## src/tensor_element_dequantizer_assert.svh

```systemverilog
// Assertion macros for the tensor element dequantizer
`ifndef TENSOR_ELEMENT_DEQUANTIZER_ASSERT_SVH
`define TENSOR_ELEMENT_DEQUANTIZER_ASSERT_SVH

// Same-cycle implication, checked out of reset
`define TED_ASSERT_NOW(lbl, ante, cons, msg) \
  lbl: assert property (@(posedge clk) disable iff (!rst_n) (ante) |-> (cons)) else $error(msg);

// Next-cycle implication, checked out of reset
`define TED_ASSERT_NEXT(lbl, ante, cons, msg) \
  lbl: assert property (@(posedge clk) disable iff (!rst_n) (ante) |=> (cons)) else $error(msg);

`endif

```

## src/ted_pkg.sv

```systemverilog
// Package for the tensor element dequantizer: types, codes and float helpers
package ted_pkg;

  localparam logic [3:0] ET_F32  = 4'd0;
  localparam logic [3:0] ET_F16  = 4'd1;
  localparam logic [3:0] ET_I8   = 4'd2;
  localparam logic [3:0] ET_U8   = 4'd3;
  localparam logic [3:0] ET_I16  = 4'd4;
  localparam logic [3:0] ET_U16  = 4'd5;
  localparam logic [3:0] ET_I32  = 4'd6;
  localparam logic [3:0] ET_U32  = 4'd7;
  localparam logic [3:0] ET_I64  = 4'd8;
  localparam logic [3:0] ET_BOOL = 4'd9;

  localparam logic [1:0] QM_NONE   = 2'd0;
  localparam logic [1:0] QM_FIXED  = 2'd1;
  localparam logic [1:0] QM_AFFINE = 2'd2;

  localparam logic [2:0] REG_ELEM_TYPE   = 3'd0;
  localparam logic [2:0] REG_QUANT_MODE  = 3'd1;
  localparam logic [2:0] REG_SCALE_BITS  = 3'd2;
  localparam logic [2:0] REG_ZERO_POINT  = 3'd3;
  localparam logic [2:0] REG_FRAC_LENGTH = 3'd4;

  localparam logic [31:0] F32_ONE  = 32'h3F80_0000;
  localparam logic [31:0] F32_INF  = 32'h7F80_0000;
  localparam logic [31:0] F32_QNAN = 32'h7FC0_0000;

  typedef struct packed {
    logic [63:0] raw_element;
    logic        last_in;
  } in_t;

  typedef struct packed {
    logic [31:0] value_bits;
    logic        unsupported;
    logic        last_out;
  } out_t;

  // Side information that travels down the pipe with each request
  typedef struct packed {
    logic [31:0] byp;
    logic        scaled;
    logic        unsup;
    logic        last;
  } meta_t;

  // Integer sign and magnitude to binary32, round to nearest even
  function automatic logic [31:0] int_to_f32(input logic neg, input logic [63:0] mag);
    logic [5:0]  p;
    logic [63:0] n;
    logic        rup;
    logic [24:0] k;
    logic [7:0]  ex;
    p = '0;
    for (int i = 0; i < 64; i++) begin
      if (mag[i]) p = 6'(i);
    end
    n   = mag << (6'd63 - p);
    rup = n[39] & ((|n[38:0]) | n[40]);
    k   = {1'b0, n[63:40]} + 25'(rup);
    ex  = 8'(p) + 8'd127;
    if (k[24]) ex = ex + 8'd1;
    if (mag == '0) return '0;
    return {neg, ex, k[22:0]};
  endfunction

  // Exact widening of binary16
  function automatic logic [31:0] half_to_f32(input logic [15:0] h);
    logic [3:0]  k;
    logic [3:0]  e;
    logic [9:0]  man;
    logic [4:0]  ex;
    ex  = h[14:10];
    man = h[9:0];
    k   = '0;
    for (int i = 0; i < 10; i++) begin
      if (man[i]) k = 4'(i);
    end
    e = 4'd10 - k;
    if (ex == 5'h00) begin
      if (man == '0) return {h[15], 31'h0};
      return {h[15], 8'd113 - 8'(e), 10'(man << e), 13'h0};
    end
    if (ex == 5'h1F) return {h[15], 8'hFF, man, 13'h0};
    return {h[15], 8'(ex) + 8'd112, man, 13'h0};
  endfunction

  // Two to the minus frac as binary32
  function automatic logic [31:0] pow2_neg(input logic signed [7:0] fl);
    logic signed [9:0] e;
    e = -10'(fl);
    if (e > 10'sd127) return F32_INF;
    if (e >= -10'sd126) return {1'b0, 8'(e + 10'sd127), 23'h0};
    return 32'h1 << 5'(e + 10'sd149);
  endfunction

  // Integer-valued binary32 back to its magnitude
  function automatic logic [33:0] f_to_mag(input logic [31:0] f);
    logic [5:0]  e;
    logic [56:0] t;
    e = 6'(f[30:23] - 8'd127);
    t = {33'h0, 1'b1, f[22:0]} << e;
    if (f[30:23] == 8'h00) return '0;
    return t[56:23];
  endfunction

endpackage

```

## src/tensor_element_dequantizer.sv

```systemverilog
// Top level of the tensor element dequantizer: raw element to binary32
// Takes one request per cycle while the output is not stalled and returns one binary32 result
// per request on out_valid. The six register stages are:
// integer and half-float decode with zero point and scale selection, exact integer subtract of
// the rounded operands, rounding of the difference, mantissa multiply, product normalisation,
// and final rounding with subnormal and overflow handling. in_ready drops only while the
// output register holds a result that has not been taken. Registers are written through the
// cfg port, which is always ready; write only while the pipe is empty.
module tensor_element_dequantizer (
  input  logic          clk,
  input  logic          rst_n,
  input  logic          in_valid,
  output logic          in_ready,
  input  ted_pkg::in_t  in_data,
  output logic          out_valid,
  input  logic          out_ready,
  output ted_pkg::out_t out_data,
  input  logic          cfg_valid,
  output logic          cfg_ready,
  input  logic [2:0]    cfg_index,
  input  logic [31:0]   cfg_wdata
);

`include "tensor_element_dequantizer_assert.svh"

  logic [3:0]  elem_type_r;
  logic [1:0]  quant_mode_r;
  logic [31:0] scale_bits_r;
  logic [31:0] zero_point_r;
  logic [7:0]  frac_length_r;

  logic en;
  logic v1_r, v2_r, v3_r, v4_r, v5_r, v6_r;

  assign cfg_ready = 1'b1;
  assign en        = !v6_r || out_ready;
  assign in_ready  = en;
  assign out_valid = v6_r;

  always_ff @(posedge clk) begin
    if (!rst_n) begin
      elem_type_r   <= ted_pkg::ET_F32;
      quant_mode_r  <= ted_pkg::QM_NONE;
      scale_bits_r  <= ted_pkg::F32_ONE;
      zero_point_r  <= '0;
      frac_length_r <= '0;
    end else if (cfg_valid) begin
      case (cfg_index)
        ted_pkg::REG_ELEM_TYPE:   elem_type_r   <= cfg_wdata[3:0];
        ted_pkg::REG_QUANT_MODE:  quant_mode_r  <= cfg_wdata[1:0];
        ted_pkg::REG_SCALE_BITS:  scale_bits_r  <= cfg_wdata;
        ted_pkg::REG_ZERO_POINT:  zero_point_r  <= cfg_wdata;
        ted_pkg::REG_FRAC_LENGTH: frac_length_r <= cfg_wdata[7:0];
        default: ;
      endcase
    end
  end

  always_ff @(posedge clk) begin
    if (!rst_n) begin
      {v1_r, v2_r, v3_r, v4_r, v5_r, v6_r} <= '0;
    end else if (en) begin
      v1_r <= in_valid;
      v2_r <= v1_r;
      v3_r <= v2_r;
      v4_r <= v3_r;
      v5_r <= v4_r;
      v6_r <= v5_r;
    end
  end

  // Stage 1: decode element, pick scale and zero point
  logic          neg;
  logic [63:0]   mag;
  logic [63:0]   raw;
  logic [31:0]   xf_nxt, zf_nxt, sf_nxt;
  ted_pkg::meta_t m1_nxt;
  logic [31:0]   xf_r, zf_r, sf1_r;
  ted_pkg::meta_t m1_r;

  always_comb begin
    raw    = in_data.raw_element;
    neg    = 1'b0;
    mag    = '0;
    m1_nxt = '0;
    m1_nxt.last = in_data.last_in;
    case (elem_type_r)
      ted_pkg::ET_I8: begin
        neg = raw[7];
        mag = neg ? 64'(8'(~raw[7:0]) + 9'd1) : 64'(raw[7:0]);
      end
      ted_pkg::ET_U8:  mag = 64'(raw[7:0]);
      ted_pkg::ET_I16: begin
        neg = raw[15];
        mag = neg ? 64'(16'(~raw[15:0]) + 17'd1) : 64'(raw[15:0]);
      end
      ted_pkg::ET_U16: mag = 64'(raw[15:0]);
      ted_pkg::ET_I32: begin
        neg = raw[31];
        mag = neg ? 64'(32'(~raw[31:0]) + 33'd1) : 64'(raw[31:0]);
      end
      ted_pkg::ET_U32: mag = 64'(raw[31:0]);
      ted_pkg::ET_I64: begin
        neg = raw[63];
        mag = neg ? (~raw + 64'd1) : raw;
      end
      default: ;
    endcase
    xf_nxt = ted_pkg::int_to_f32(neg, mag);
    case (elem_type_r)
      ted_pkg::ET_F32:  m1_nxt.byp = raw[31:0];
      ted_pkg::ET_F16:  m1_nxt.byp = ted_pkg::half_to_f32(raw[15:0]);
      ted_pkg::ET_I8, ted_pkg::ET_U8, ted_pkg::ET_I16, ted_pkg::ET_U16,
      ted_pkg::ET_I32, ted_pkg::ET_U32: m1_nxt.scaled = 1'b1;
      ted_pkg::ET_I64:  m1_nxt.byp = xf_nxt;
      ted_pkg::ET_BOOL: m1_nxt.byp = (raw[7:0] != 8'h00) ? ted_pkg::F32_ONE : '0;
      default:          m1_nxt.unsup = 1'b1;
    endcase
    sf_nxt = ted_pkg::F32_ONE;
    zf_nxt = '0;
    if (quant_mode_r == ted_pkg::QM_AFFINE) begin
      sf_nxt = scale_bits_r;
      zf_nxt = ted_pkg::int_to_f32(zero_point_r[31], zero_point_r[31] ?
               64'(32'(~zero_point_r) + 33'd1) : 64'(zero_point_r));
    end else if (quant_mode_r == ted_pkg::QM_FIXED) begin
      sf_nxt = ted_pkg::pow2_neg(frac_length_r);
    end
  end

  // Stage 2: exact difference of the rounded integer operands
  logic signed [35:0] dif;
  logic               dneg_nxt, dneg_r;
  logic [33:0]        dmag_nxt, dmag_r;
  logic [31:0]        sf2_r, sf3_r;
  ted_pkg::meta_t     m2_r, m3_r;

  always_comb begin
    logic signed [35:0] xi, zi;
    xi = $signed({2'b00, ted_pkg::f_to_mag(xf_r)});
    zi = $signed({2'b00, ted_pkg::f_to_mag(zf_r)});
    if (xf_r[31]) xi = -xi;
    if (zf_r[31]) zi = -zi;
    dif      = xi - zi;
    dneg_nxt = dif[35];
    dmag_nxt = dneg_nxt ? 34'(-dif) : 34'(dif);
  end

  // Stage 3: round the difference to binary32
  logic [31:0] df_r;

  // Stage 4: multiply significands, resolve special operands
  logic [47:0]        p_nxt, p_r;
  logic signed [10:0] e_nxt, e_r;
  logic               sg_r;
  ted_pkg::meta_t     m4_nxt, m4_r;

  always_comb begin
    logic s_nan, s_inf, s_zero, d_zero, sg;
    logic [23:0] ms;
    logic [7:0]  es;
    s_nan  = (sf3_r[30:23] == 8'hFF) && (sf3_r[22:0] != '0);
    s_inf  = (sf3_r[30:23] == 8'hFF) && (sf3_r[22:0] == '0);
    s_zero = (sf3_r[30:0] == '0);
    d_zero = (df_r[30:0] == '0);
    sg     = df_r[31] ^ sf3_r[31];
    ms     = (sf3_r[30:23] == 8'h00) ? {1'b0, sf3_r[22:0]} : {1'b1, sf3_r[22:0]};
    es     = (sf3_r[30:23] == 8'h00) ? 8'd1 : sf3_r[30:23];
    p_nxt  = {1'b1, df_r[22:0]} * ms;
    e_nxt  = $signed({3'b000, df_r[30:23]}) + $signed({3'b000, es}) - 11'sd127;
    m4_nxt = m3_r;
    if (m3_r.scaled) begin
      if (s_nan || (s_inf && d_zero)) begin
        m4_nxt.scaled = 1'b0;
        m4_nxt.byp    = ted_pkg::F32_QNAN;
      end else if (s_inf) begin
        m4_nxt.scaled = 1'b0;
        m4_nxt.byp    = {sg, ted_pkg::F32_INF[30:0]};
      end else if (d_zero || s_zero) begin
        m4_nxt.scaled = 1'b0;
        m4_nxt.byp    = {sg, 31'h0};
      end
    end
  end

  // Stage 5: normalise the product
  logic [47:0]        pn_nxt, pn_r;
  logic signed [10:0] xr_nxt, xr_r;
  logic               sg5_r;
  ted_pkg::meta_t     m5_r;

  always_comb begin
    logic [5:0] q;
    q = '0;
    for (int i = 0; i < 48; i++) begin
      if (p_r[i]) q = 6'(i);
    end
    pn_nxt = p_r << (6'd47 - q);
    xr_nxt = e_r - 11'sd46 + $signed({5'b00000, q});
  end

  // Stage 6: round, denormalise, saturate
  logic [31:0] val_nxt;

  always_comb begin
    logic [5:0]  sh;
    logic [10:0] field;
    logic [47:0] qv;
    logic [48:0] mask;
    logic        lost, g, st, rup;
    logic [23:0] mant;
    logic [32:0] sum;
    if (xr_r >= 11'sd1) begin
      sh    = '0;
      field = 11'(xr_r - 11'sd1);
    end else begin
      sh    = (xr_r < -11'sd47) ? 6'd48 : 6'(11'sd1 - xr_r);
      field = '0;
    end
    qv   = pn_r >> sh;
    mask = (49'd1 << sh) - 49'd1;
    lost = |(pn_r & mask[47:0]);
    mant = qv[47:24];
    g    = qv[23];
    st   = (|qv[22:0]) | lost;
    rup  = g & (st | mant[0]);
    sum  = (33'(field) << 23) + 33'(mant) + 33'(rup);
    if (!m5_r.scaled) begin
      val_nxt = m5_r.byp;
    end else if (sum >= 33'(ted_pkg::F32_INF)) begin
      val_nxt = {sg5_r, ted_pkg::F32_INF[30:0]};
    end else begin
      val_nxt = {sg5_r, sum[30:0]};
    end
  end

  ted_pkg::out_t out_r;

  always_ff @(posedge clk) begin
    if (en) begin
      xf_r   <= xf_nxt;
      zf_r   <= zf_nxt;
      sf1_r  <= sf_nxt;
      m1_r   <= m1_nxt;
      dneg_r <= dneg_nxt;
      dmag_r <= dmag_nxt;
      sf2_r  <= sf1_r;
      m2_r   <= m1_r;
      df_r   <= ted_pkg::int_to_f32(dneg_r, 64'(dmag_r));
      sf3_r  <= sf2_r;
      m3_r   <= m2_r;
      p_r    <= p_nxt;
      e_r    <= e_nxt;
      sg_r   <= df_r[31] ^ sf3_r[31];
      m4_r   <= m4_nxt;
      pn_r   <= pn_nxt;
      xr_r   <= xr_nxt;
      sg5_r  <= sg_r;
      m5_r   <= m4_r;
      out_r.value_bits  <= m5_r.unsup ? 32'h0 : val_nxt;
      out_r.unsupported <= m5_r.unsup;
      out_r.last_out    <= m5_r.last;
    end
  end

  assign out_data = out_r;

  `TED_ASSERT_NOW(a_unsup_zero, out_valid && out_data.unsupported, out_data.value_bits == 32'h0, "unsupported result with nonzero value")
  `TED_ASSERT_NEXT(a_accept_enters, in_valid && in_ready, v1_r, "accepted request missing from first stage")
  `TED_ASSERT_NEXT(a_stall_holds, v6_r && v5_r && !out_ready, v6_r && v5_r, "request lost during stall")

endmodule

```

## config.mk

```make
export PLATFORM = sky130hd
export DESIGN_NAME = tensor_element_dequantizer
export DESIGN_NICKNAME = d
export VERILOG_FILES = /design/src/ted_pkg.sv /design/src/tensor_element_dequantizer.sv
export VERILOG_INCLUDE_DIRS = /design/src /design/src/src
export SDC_FILE = /design/constraint.sdc
export NUM_CORES = 2
export LEC_CHECK = 0
export BUFFER_PORTS_ARGS = -buffer_cell sky130_fd_sc_hd__buf_4
export CORE_UTILIZATION = 55
export DETAILED_ROUTE_END_ITERATION = 16
export GPL_TIMING_DRIVEN = 0
export PLACE_DENSITY = 0.81
export RECOVER_POWER = 25
export REMOVE_ABC_BUFFERS = 1
export SLEW_MARGIN = 20
export SYNTH_ARGS = -nofsm -noshare
export SYNTH_HDL_FRONTEND = slang
export SYNTH_SLANG_ARGS = --single-unit
```

## constraint.sdc

```tcl
create_clock -name clk -period 23.1 [get_ports clk]
set_input_delay 1.155 -clock clk [delete_from_list [all_inputs] [get_ports clk]]
set_output_delay 1.155 -clock clk [all_outputs]
set_load 0.02 [all_outputs]
```

== Word level (Yosys, flattened, before mapping) ==
Index checks and enable logic that the tools add are counted.

* Equal/unequal tests: 17
* Order comparisons: 5
* Add/subtract/negate cells: 39
* Multipliers: 1
* Bitwise operators: 17
* Muxes and demuxes: 290
* Reductions and logical operators: 35
* Shift operators: 10

{| class="wikitable"
|+ Operator list
! operator !! number
|-
| 6-bit 2-to-1 mux || 206
|-
| 32-bit 2-to-1 mux || 19
|-
| 64-bit one-hot mux with 7 select lines || 1
|-
| 33-bit 2-to-1 mux || 6
|-
| 34-bit 2-to-1 mux || 5
|-
| 64-bit zero test || 2
|-
| 32-bit one-hot mux with 4 select lines || 1
|-
| 39-bit OR reduction || 3
|-
| 24-bit by 6-bit << shifter with 57-bit output || 2
|-
| 24-bit by 1-bit adder with 25-bit output || 3
|-
| 36-bit 2-to-1 mux || 2
|-
| 34-bit negator with 36-bit output || 2
|-
| 32-bit by 1-bit adder with 33-bit output, second input constant || 2
|-
| 64-bit by 1-bit adder with 64-bit output, second input constant || 1
|-
| 64-bit 2-to-1 mux || 1
|-
| 32-bit NOT || 2
|-
| 64-bit NOT || 1
|-
| 33-bit by 6-bit << shifter with 64-bit output || 1
|-
| 34-bit by 6-bit << shifter with 64-bit output || 1
|-
| 64-bit by 6-bit << shifter with 64-bit output || 1
|-
| 31-bit zero test || 2
|-
| 48-bit bitwise AND || 1
|-
| 24-bit by 24-bit multiplier with 48-bit output || 1
|-
| 48-bit OR reduction || 1
|-
| other kinds (77) || 147
|}

* Input port bits: 105
* Output and inout bits: 37
* Flip-flop bits (word level): 640
* Word-level logic and storage cells: 462

== Depth between registers and ports, before layout ==
* Depth in word-level cells: 76
* Mapped depth: 43
* Depth with buffers taken out: 36

== Least setup slack after synthesis ==
Ideal clock, no wire load.

* Kind: input port to flip-flop
* From: in out_ready
* To: reg v6_r (netlist: out_valid)
* Slack: 4449 ps
* Cell stages on the path: 3
* Path buffers: 1
* Library setup time: 802 ps
* Arrival time: 17849 ps
* Required time: 22298 ps
* Path through: nand2b_1 clkbuf_1 a21boi_0

* Cells in the longest elaborated chain, start to end: 1

{| class="wikitable"
|+ Ends and longest elaborated chain
! what !! line !! source
|-
| from (decl) || tensor_element_dequantizer.sv:16 || <nowiki>input logic out_ready,</nowiki>
|-
| 1-bit logical OR || tensor_element_dequantizer.sv:36 || <nowiki>assign en = !v6_r || out_ready;</nowiki>
|-
| named net in_ready || tensor_element_dequantizer.sv:13 || <nowiki>output logic in_ready,</nowiki>
|-
| to (signal assigned) || tensor_element_dequantizer.sv:68 || <nowiki>v6_r <= v5_r;</nowiki>
|-
| to (decl) || tensor_element_dequantizer.sv:33 || <nowiki>logic v1_r, v2_r, v3_r, v4_r, v5_r, v6_r;</nowiki>
|}

The timed path passes the listed nets, and every way through them passes these cells.
A chain may end at the register's enable or synchronous reset.

== Worst setup path after layout ==
* From: in in_data[8] in the netlist's numbering
* To: reg m1_r[30] in the netlist's numbering, data pin

* Cells in the longest elaborated chain, start to end: 74
* Elaborated cells on any way between the ends: 106
* Classes of those cells: add/sub: 10; shift: 1; mux: 85; bitwise: 6; reduce/logical: 4

{| class="wikitable"
|+ Ends and longest elaborated chain
! what !! line !! source
|-
| from (decl) || tensor_element_dequantizer.sv:14 || <nowiki>input ted_pkg::in_t in_data,</nowiki>
|-
| parallel branches: the longest is 73 deep, another holds 64-bit by 1-bit adder with 64-bit output || n/a ||
|-
| 32-bit one-hot mux with 4 select lines * || tensor_element_dequantizer.sv:110 || <nowiki>case (elem_type_r)</nowiki>
|-
| to (signal assigned) || tensor_element_dequantizer.sv:243 || <nowiki>m1_r <= m1_nxt;</nowiki>
|-
| to (decl) || tensor_element_dequantizer.sv:79 || <nowiki>ted_pkg::meta_t m1_r;</nowiki>
|}

Mark *: on every way between the ends. The select of a mux whose other input is x is not followed.

==> summary.txt <==
Worst setup path end = m1_r[30]
Synth Flop Type = edfxtp_1
Detailed Place HPWL = 185000 um
Power density cells = 112 mW/mm2
Core area = 0.132 mm2
CP Capture Type = flip-flop
Layout cells sized above 1 = 0.0778
Total Power = 0.00883 W
Reg-to-Reg End = m1_r[30]
Synth top area cells = edfxtp_1 (23%), fa_1 (13%), nand2_1 (6.0%), mux2i_1 (5.9%), ha_1 (4.7%)
I/O pin count = 142
Most common cell after layout, fill and taps aside = nand2_1
Setup TNS = 0 ns
Yosys cell types = 121
Overflow after GRT = 0
Outcome = complete, but fails checks
Via Count = 66500
TritonCTS Sinks = 639
Reg2reg start = elem_type_r[3]
# resized after CTS = 0
Placed cell area = 0.0763 mm2
Largest net degree at the start of global routing = 85
Crit start category = primary input
First-pass GRT wire length = 369000 um
Syn_area_per_cell = 8.57 um2
Yosys top cell by area = edfxtp_1
Sequential cell area = 0.0183 mm2
Top cell type's share of synthesized area = 0.228
Slew Limit Fails = 227
Initial core utilization = 0.556
Row Count = 133
FF-to-FF setup slack = 12.17 ns
Post-CTS Hold Fix Bufs = 0
Fin. Hold Viols = 0
Fillcell total = 11300
Worst Path Max Fanout = 81
Nets@finish = 9193
RSZ-0062 raised after global routing = false
Yosys reg bits = 639
GP Congestion = 0.985
Required @ worst endpoint = 23.50 ns
Wire per inst = 23.7 um
Clock Path Buffers = 3
Number of global-route vias before repair = 64100
Setup crit start = in_data[8]
Yosys Warn Count = 0
DRT antenna net count = 0
Mapped Cells = 8552
Multi-input logic area = 0.0507 mm2
PortBufs = 140
First-pass DRT Iterations = 8
Final Skew = 0.0444 ns
Clock slew at reported path FFs = 0.06 ns
Crit path DAT = 11.97 ns
Chip width = 367 um
Final WS setup = 11.53 ns
Commonest non-fill, non-tap cells in the layout = nand2_1 (1169), nor2_1 (682), inv_1 (638), edfxtp_1 (555), fa_1 (485)
Post-Syn Area = 0.0733 mm2
Die span in y = 367 um
Minimum clock period after layout = 11.57 ns
Number of synthesized flops with an enable pin = 555
Total leakage power = 32.0 nW
Initial DRC count = 8039
Max H-tree Level = 3
Post-synthesis sequential area ratio = 0.250
Fmax = 86.4 MHz
Final setup fails = 0
Critical path class = in -> reg
Violated checks = capacitance limit, slew limit
DRC violations left = 0
CTS buffer count = 70
Worst-margin pin slew = 3.13 ns
Die footprint = 0.135 mm2
Worst r2r path cells = 23
Initial antenna violation count = 5
Overall fraction of global-route tracks in use = 0.345
Routed WL = 240000 um
Clk_lat worst skew = 0.68 ns
Slew HR = -1.09
VDD IR max = 0.111 mV
Design Area, Final = 0.0788 mm2
Clock Tree Root = clkbuf_16
Max Cap Violations = 4
Tcrit/Tclk final = 0.501
Pre-CTS worst setup slack = 11.24 ns
Number of setup buffers added after CTS = 0
Area Overhead vs Synth = 7.55%
Synth async-reset ratio = 0
CTS tree = yes
Detail-routed via count per cell = 6.56
Hold WC Path Type = reg -> reg
==> Yosys cell counts (40+ instances only) <==
cell / count
a211oi_1: 106
a21boi_0: 93
a21o_1: 52
a21oi_1: 427
a22o_1: 57
a22oi_1: 45
a31oi_1: 77
and2_1: 267
and3_1: 65
buf_1: 47
buf_2: 40
clkbuf_1: 436
dfxtp_1: 84
edfxtp_1: 555
fa_1: 485
ha_1: 278
inv_1: 640
mux2_2: 97
mux2i_1: 433
mux4_2: 44
nand2_1: 1173
nand2b_1: 61
nand3_1: 199
nand4_1: 60
nor2_1: 698
nor2b_1: 52
nor3_1: 195
nor4_1: 99
o211ai_1: 66
o21a_1: 42
o21ai_0: 364
o22ai_1: 71
o31ai_1: 74
or3_1: 80
xnor2_1: 228
xor2_1: 164
==> worst min-delay path by stage <==
stage / from / to / cells past startpoint
3_5_place_dp: m1_r[0] / m2_r[0] / 0
5_1_grt: m4_r[11] / m5_r[11] / 0
4_1_cts: m4_r[11] / m5_r[11] / 0
6_report: m2_r[22] / m3_r[22] / 0
2_1_floorplan: m1_r[0] / m2_r[0] / 0
3_3_place_gp: m2_r[25] / m3_r[25] / 0
==> cell families after synthesis <==
logic type                 count (synthesis)  synth area share
DFF                                      639             0.250
adders and majority gates                763             0.180
muxes                                    576            0.0879
AOI/OAI and AO/OA                       1869             0.171
other                                      1         0.0000512
and+or+nand+nor                         3121             0.201
buffers and inverters                   1191            0.0631
xor gates and xnor gates                 392            0.0469
==> registers in the layout (all words and copies together), names as in the netlist, 10 cells and up <==
register	flops
df_r	32
dmag_r	34
e_r	10
m1_r	35
m2_r	35
m3_r	35
m4_r	35
m5_r	35
out_data	34
p_r	48
pn_r	48
scale_bits_r	32
sf1_r	32
sf2_r	32
sf3_r	32
xf_r	32
xr_r	11
zero_point_r	32
zf_r	32
==> where the power goes <==
| group | internal, W | switching [W] | leakage (nW) |
|---|---|---|---|
| Sequential | 0.00168 | 0.000427 | 6.85 |
| Clock | 0.000631 | 0.000489 | 1.10 |
| Combinational | 0.00212 | 0.00349 | 24.0 |
| Total | 0.00443 | 0.00440 | 32.0 |
==> worst max-delay path, cell delays in order <==
cell	delay (ns)
buf_4	0.17
nor4_2	0.86
and4_1	0.81
nand2_1	0.61
nor4_1	0.34
ha_1	0.28
nor2_1	0.16
a221o_1	0.22
o22ai_1	0.14
or3_1	0.42
o21ai_0	0.58
o311ai_4	0.22
nand2_4	0.82
inv_4	0.62
a2111oi_0	0.92
a221o_1	0.36
nand2_1	0.08
a31oi_1	0.43
ha_1	0.23
inv_1	0.05
a41o_1	0.27
nor4_4	0.27
nand4_2	0.28
or4_1	0.78
nor3_1	0.33
xor2_1	0.30
o21ai_1	0.12
==> metrics by stage <==
stage	hold slack, ns	utilization	instances
3_5_place_dp	0.405	0.579	9994
5_1_grt	0.416	0.598	10100
3_3_place_gp	0.401	0.564	9904
4_1_cts	0.408	0.596	10100
2_1_floorplan	0.400	-	8009
6_report	0.411	0.598	10100
==> final cells by class <==
| type | instances | area share |
|---|---|---|
| Clock inverter | 44 | 0.00615 |
| Inverter | 648 | 0.0309 |
| Clock buffer | 80 | 0.0230 |
| Antenna cell | 5 | 0.000159 |
| Sequential cell | 639 | 0.233 |
| Timing Repair Buffer | 244 | 0.0349 |
| Multi-Input combinational cell | 6722 | 0.644 |
| Tap cell | 1755 | 0.0279 |
==> metal layers <==
metal	track usage	wire [um]	vias to the layer above
met5	0	28	-
met4	0.152	11600	4
met3	0.0558	21400	674
met2	0.571	113000	3562
met1	0.446	93500	32400
li1	-	-	29900
Note: power is estimated with default switching activity, not from simulation.
